$ cat config.mk
export PLATFORM = sky130hd
export DESIGN_NAME = tagged_number_sorter_unit
export DESIGN_NICKNAME = d
export VERILOG_FILES = /design/src/rtl/core/tns_pkg.sv /design/src/rtl/core/tns_cell.sv /design/src/rtl/core/tagged_number_sorter_unit.sv
export SDC_FILE = /design/constraint.sdc
export NUM_CORES = 2
export LEC_CHECK = 0
export BUFFER_PORTS_ARGS = -buffer_cell sky130_fd_sc_hd__buf_2
export CORE_MARGIN = 5
export CORE_UTILIZATION = 52
export CTS_BUF_LIST = sky130_fd_sc_hd__clkbuf_16
export DETAILED_ROUTE_END_ITERATION = 8
export PLACE_DENSITY_LB_ADDON = 0.05
export SYNTH_ARGS = -nofsm -noshare
export SYNTH_HDL_FRONTEND = slang
export SYNTH_SLANG_ARGS = --single-unit
$ cat constraint.sdc
create_clock -name clk -period 9.35 [get_ports clk]
set_clock_uncertainty 0.15 [all_clocks]
set_input_delay 1.87 -clock clk [delete_from_list [all_inputs] [get_ports clk]]
set_output_delay 1.87 -clock clk [all_outputs]
set_load 0.02 [all_outputs]
$ cat src/rtl/core/tns_pkg.sv
package tns_pkg;

  typedef struct packed {
    logic        is_real;
    logic [31:0] value;
  } entry_t;

  // item travelling between cells; disp marks an item pushed out of a cell
  typedef struct packed {
    logic   valid;
    logic   disp;
    entry_t entry;
  } link_t;

  // contents held by a cell
  typedef struct packed {
    logic   valid;
    entry_t entry;
  } slot_t;

  typedef enum logic [2:0] {
    ST_LOAD   = 3'b001,
    ST_SETTLE = 3'b010,
    ST_UNLOAD = 3'b100
  } state_t;

  // integers before reals, then signed order via flipped sign bit
  function automatic logic [32:0] order_key(entry_t e);
    return {e.is_real, ~e.value[31], e.value[30:0]};
  endfunction

endpackage

$ cat src/rtl/core/tns_cell.sv
module tns_cell (
  input  logic             clk,
  input  logic             rst,
  input  logic             shift,
  input  tns_pkg::link_t   link_in,
  input  tns_pkg::slot_t   shift_in,
  output tns_pkg::link_t   link_out,
  output tns_pkg::slot_t   held
);

  logic swap;

  // a fresh item passes an equal key; a pushed item was ahead, so it takes the slot
  always_comb begin
    swap = (tns_pkg::order_key(held.entry) > tns_pkg::order_key(link_in.entry)) ||
           (link_in.disp &&
            (tns_pkg::order_key(held.entry) == tns_pkg::order_key(link_in.entry)));
  end

  always_ff @(posedge clk) begin
    if (rst) begin
      held.valid     <= 1'b0;
      link_out.valid <= 1'b0;
    end else if (shift) begin
      held           <= shift_in;
      link_out.valid <= 1'b0;
    end else if (link_in.valid) begin
      if (!held.valid) begin
        held.valid     <= 1'b1;
        held.entry     <= link_in.entry;
        link_out.valid <= 1'b0;
      end else if (swap) begin
        held.entry     <= link_in.entry;
        link_out.valid <= 1'b1;
        link_out.disp  <= 1'b1;
        link_out.entry <= held.entry;
      end else begin
        link_out <= link_in;
      end
    end else begin
      link_out.valid <= 1'b0;
    end
  end

endmodule

$ cat src/rtl/core/tagged_number_sorter_unit.sv
// Tagged number sorter: collects a set of integer or Q16.16 real items and
// returns them sorted, integers first, each group ascending, ties in
// arrival order.
// Input channel (in_valid/in_stall, fields is_real, value, last): one
// transaction per cycle while loading. Items past MAX_ITEMS are dropped
// and flag overflow on every result of that set.
// The store is a chain of MAX_ITEMS insertion cells; each new item ripples
// down one cell per cycle. After the transaction with last, the chain
// settles, then unloads one item per cycle from the head cell into the
// output register whenever that register is empty or not stalled. in_stall
// is high from the last transaction until the final result has entered
// the output register.
// Output channel (out_valid/out_stall): the output register holds its
// item while out_stall is high and the chain stops shifting meanwhile.
// out_last marks the final result of a set.
// Reset (rst, synchronous) empties the chain and returns to loading.
module tagged_number_sorter_unit #(
  parameter int MAX_ITEMS = 32
) (
  input  logic               clk,
  input  logic               rst,
  input  logic               in_valid,
  output logic               in_stall,
  input  logic               is_real,
  input  logic signed [31:0] value,
  input  logic               last,
  output logic               out_valid,
  input  logic               out_stall,
  output logic               out_is_real,
  output logic signed [31:0] out_value,
  output logic               out_last,
  output logic               overflow
);

  localparam int CW = $clog2(MAX_ITEMS + 1);
  localparam int SW = $clog2(MAX_ITEMS);

  tns_pkg::state_t state;
  logic [CW-1:0]   count;
  logic [SW-1:0]   settle_cnt;
  logic            dropped;
  logic            accept;
  logic            full;
  logic            fire;
  tns_pkg::link_t  head_in;
  tns_pkg::link_t  links [MAX_ITEMS];
  tns_pkg::slot_t  slots [MAX_ITEMS];

  assign in_stall = (state != tns_pkg::ST_LOAD);
  assign accept   = in_valid && !in_stall;
  assign full     = (count == CW'(MAX_ITEMS));
  assign fire     = (state == tns_pkg::ST_UNLOAD) && (!out_valid || !out_stall);

  always_comb begin
    head_in.valid         = accept && !full;
    head_in.disp          = 1'b0;
    head_in.entry.is_real = is_real;
    head_in.entry.value   = value;
  end

  for (genvar i = 0; i < MAX_ITEMS; i++) begin : g_cell
    tns_pkg::link_t l_in;
    tns_pkg::slot_t s_in;
    if (i == 0) begin : g_first
      assign l_in = head_in;
    end else begin : g_mid
      assign l_in = links[i-1];
    end
    if (i == MAX_ITEMS - 1) begin : g_tail
      assign s_in = '0;
    end else begin : g_body
      assign s_in = slots[i+1];
    end
    tns_cell u_cell (
      .clk      (clk),
      .rst      (rst),
      .shift    (fire),
      .link_in  (l_in),
      .shift_in (s_in),
      .link_out (links[i]),
      .held     (slots[i])
    );
  end

  always_ff @(posedge clk) begin
    if (rst) begin
      state      <= tns_pkg::ST_LOAD;
      count      <= '0;
      settle_cnt <= '0;
      dropped    <= 1'b0;
      out_valid  <= 1'b0;
    end else begin
      if (fire) begin
        out_valid <= 1'b1;
      end else if (!out_stall) begin
        out_valid <= 1'b0;
      end
      case (state)
        tns_pkg::ST_LOAD: begin
          if (accept) begin
            if (!full) begin
              count <= count + CW'(1);
            end else begin
              dropped <= 1'b1;
            end
            if (last) begin
              state      <= tns_pkg::ST_SETTLE;
              settle_cnt <= SW'(MAX_ITEMS - 1);
            end
          end
        end
        tns_pkg::ST_SETTLE: begin
          if (settle_cnt == '0) begin
            state <= tns_pkg::ST_UNLOAD;
          end else begin
            settle_cnt <= settle_cnt - SW'(1);
          end
        end
        tns_pkg::ST_UNLOAD: begin
          if (fire) begin
            count <= count - CW'(1);
            if (count == CW'(1)) begin
              state   <= tns_pkg::ST_LOAD;
              dropped <= 1'b0;
            end
          end
        end
        default: begin
          state <= tns_pkg::ST_LOAD;
        end
      endcase
    end
  end

  always_ff @(posedge clk) begin
    if (fire) begin
      out_is_real <= slots[0].entry.is_real;
      out_value   <= slots[0].entry.value;
      out_last    <= (count == CW'(1));
      overflow    <= dropped;
    end
  end

`ifndef SYNTH
  a_count_bound: assert property (@(posedge clk) disable iff (rst)
    count <= CW'(MAX_ITEMS))
    else $error("stored item count exceeds capacity");

  a_no_spill: assert property (@(posedge clk) disable iff (rst)
    !links[MAX_ITEMS-1].valid)
    else $error("item pushed past the end of the chain");

  a_head_valid: assert property (@(posedge clk) disable iff (rst)
    fire |-> slots[0].valid)
    else $error("unload from an empty head cell");

  a_end_of_set: assert property (@(posedge clk) disable iff (rst)
    fire && count == CW'(1) |=> state == tns_pkg::ST_LOAD && count == '0 && !slots[0].valid)
    else $error("chain not empty after final result");

  a_unload_nonempty: assert property (@(posedge clk) disable iff (rst)
    state == tns_pkg::ST_UNLOAD |-> count != '0)
    else $error("unloading with no stored items");
`endif

endmodule

==> metrics.csv <==
metric,value,unit
DRC Markers,0,
post-route ant nets,0,
post-DR wirelength/cell,25.0,um
Worst-Margin Slew,1.37,ns
switching share of total power,0.244,
Synth Instances,9902,
P_leak,49.7,nW
Critical Path RT,9.74,ns
syn avg cell area,11.9,um2
reg-to-reg setup timing slack,4.69,ns
I/O Buffers,74,
Hold Crit Class,register to register,
f_max,194,MHz
final layout net count,11100,
area of the die,236000,um2
routed via count,76700,
HPWL after DPL,246000,um
Layout area overhead,9.81,%
register area share after synthesis,0.561,
critical path peak fanout,62,
core box area,225000,um2
Yosys top cell by area,edfxtp_1,
Hold Path Depth,0,
largest net degree at the start of global routing,216,
worst path cell trace,buf_2 > nand2_1 > nand2_4 > inv_8 > nor2_4 > buf_4 > and3_1 > buf_4,
CTS buffer count,240,
Cell Rows,174,
DRT Wirelength,329000,um
Post-synth EDFFs,2145,
Synth Register Bits,2224,
CP Class,input port to register,
cell area after synthesis,118000,um2
CP max stage delay,1.01,ns
synth warn,0,
synth unique cells,87,
setup TNS,0,ns
die height,486,um
Clk pwr share,0.422,
CP most frequent cell,buf_4,
final hold vios,0,
count of pins over their slew limit,0,
Peak supply drop,0.162,mV
DRT Pass-1 Iters,6,
gr ovfl total,0,
P_sw,5.67,mW
first-pass GRT wire length,492000,um
initial antenna violation count,7,
clock buffer depth,3,
WP data arrival,5.55,ns
post-CTS sizing,0,
GRT Util Overall,0.275,
critical path startpoint,out_stall,
CTS tree,yes,
"FFs w/ async S/R, synth",0,
run status,"finished, final reports clean",
pwr/cell area,180,nW/um2
I/O pins,75,
reg2reg start,state[2],
HP Start,dropped,
Worst Setup Start Kind,input port,
post-synth top area share,0.548,
Relative slew margins,0.0799,
vias in the first global route,78500,
min Tclk post-route,5.17,ns
CP endpoint kind,register,
Fillers,18600,
Internal Power,17.5,mW
final worst path period share,0.553,
post-CTS setup buffers,0,
initial detailed-routing violation count,5744,
"count leader, synth",edfxtp_1,
Synth Flop Type,edfxtp_1,
"top cells by count, synth","2145 x edfxtp_1, 1291 x nand2_1, 1185 x o21ai_0",
FF-to-FF End,g_cell[17].u_cell.link_out[24],
placed cell count,12700,
Starting Density,0.523,
hold_buf cts,0,
CP max-delay cell,nor2_4,
RSZ-0062 raised after global routing,no,
FF-to-FF path depth,8,
CTS root buf,clkbuf_16,
htree depth,4,
net count after synthesis,11000,
GPL Wtd Cong,0.947,
max-cap viol count,0,
Layout Cells excl Fill,13200,
share of cells above drive strength 1,0.145,
vias per cell,5.82,
Logic pwr share,0.080,
Die W,486,um
top post-synthesis cells by area,"edfxtp_1 55%, ha_1 11%, mux2_2 8.0%",
clock slew at reported path FFs,0.06,ns
final setup violation count,0,
sequential cell fraction of total power,0.499,
Skew-Pair Late Insertion Delay,0.88,ns
Clock Sinks,2224,
Critical Path End,g_cell[17].u_cell.link_out[24],
==> cells in the final DEF (no fill, tap or decap), types with 33 or more instances in the layout <==
cell type / n
nand3_1: 76
clkinv_2: 58
a211oi_1: 51
nor2_1: 184
a21oi_1: 355
a221oi_1: 36
and3_1: 46
and4_1: 45
clkbuf_16: 245
nand4_1: 199
nand2_1: 1287
a21o_1: 165
mux2_1: 143
ha_1: 1062
dfxtp_1: 79
mux2_2: 840
edfxtp_1: 2145
o21ai_0: 1184
buf_2: 73
clkinv_1: 47
buf_4: 105
bufinv_16: 33
o21ai_1: 41
nor3_1: 102
inv_1: 1167
nor4_1: 35
==> cells by family (layout without fill, tap and decap cells) <==
| group | after synthesis | after routing | share of synthesized area |
|---|---|---|---|
| buf+inv | 1481 | 1760 | 0.0510 |
| fa+ha+maj | 1062 | 1062 | 0.113 |
| compound gates | 2024 | 2024 | 0.0978 |
| flops | 2224 | 2224 | 0.561 |
| simple gates | 2116 | 2116 | 0.0813 |
| xor+xnor | 6 | 6 | 0.000447 |
| other cells | 0 | 2 | 0 |
| mux | 989 | 989 | 0.0952 |
==> power groups by stage <==
stage / registers [mW] / logic, mW / clock network (mW)
after floorplan: 11.6 / 1.27 / 0
after global placement: 11.8 / 1.81 / 0
after detailed placement: 11.8 / 1.85 / 0
after CTS: 11.6 / 1.86 / 9.93
after global routing: 11.6 / 2.05 / 10.4
final: 11.6 / 1.85 / 9.78
==> worst max-delay path, delay by kind of cell <==
| kind | cells | cell delay (ns) |
|---|---|---|
| buffers and inverters | 4 | 1.18 |
| AND/OR/NAND/NOR | 4 | 2.34 |
==> per-layer routing <==
layer / GRT usage / routed length [um] / vias to the layer above
met5: 0 / 0 / -
met4: 0.129 / 17800 / 0
met3: 0.0353 / 13400 / 618
met2: 0.499 / 170000 / 1819
met1: 0.323 / 128000 / 37900
li1: - / - / 36300
==> state kept, by name, summed over array words and instances, names as in the netlist, 3 cells and up <==
register and flops:
g_cell.u_cell.held 1088, g_cell.u_cell.link_out 1085, out_value 32, count 6
settle_cnt 5, state 3
==> stage by stage <==
stage               cell area (um2)  setup WS (ns)  power [mW]  hold slack [ns]   util
finish                       129000           4.18        23.2            0.300  0.574
global route                 129000           4.17        24.0            0.318  0.574
CTS                          129000           4.30        23.4            0.302  0.574
detailed placement           121000           3.33        13.6            0.285  0.538
global placement             121000           3.45        13.6            0.270  0.538
floorplan                    118000           2.90        12.9            0.259      -
==> how the worst min path moves through the flow <==
| stage | slack [ns] | to |
|---|---|---|
| floorplan | 0.26 | overflow |
| global placement | 0.27 | overflow |
| detailed placement | 0.28 | overflow |
| CTS | 0.30 | overflow |
| global route | 0.32 | overflow |
| finish | 0.30 | overflow |
==> final cells by class <==
cell class	instances	area, um2	area share
inverters	1125	4230	0.0328
multi-input cells	6197	45900	0.355
well taps	2992	3740	0.0290
repair buffers	183	1250	0.00971
diodes	2	5.00	0.0000388
flip-flops and latches	2224	66000	0.511
clock inverters	207	1880	0.0146
clock buffers	245	6130	0.0475
(Power assumes the default switching activity.)
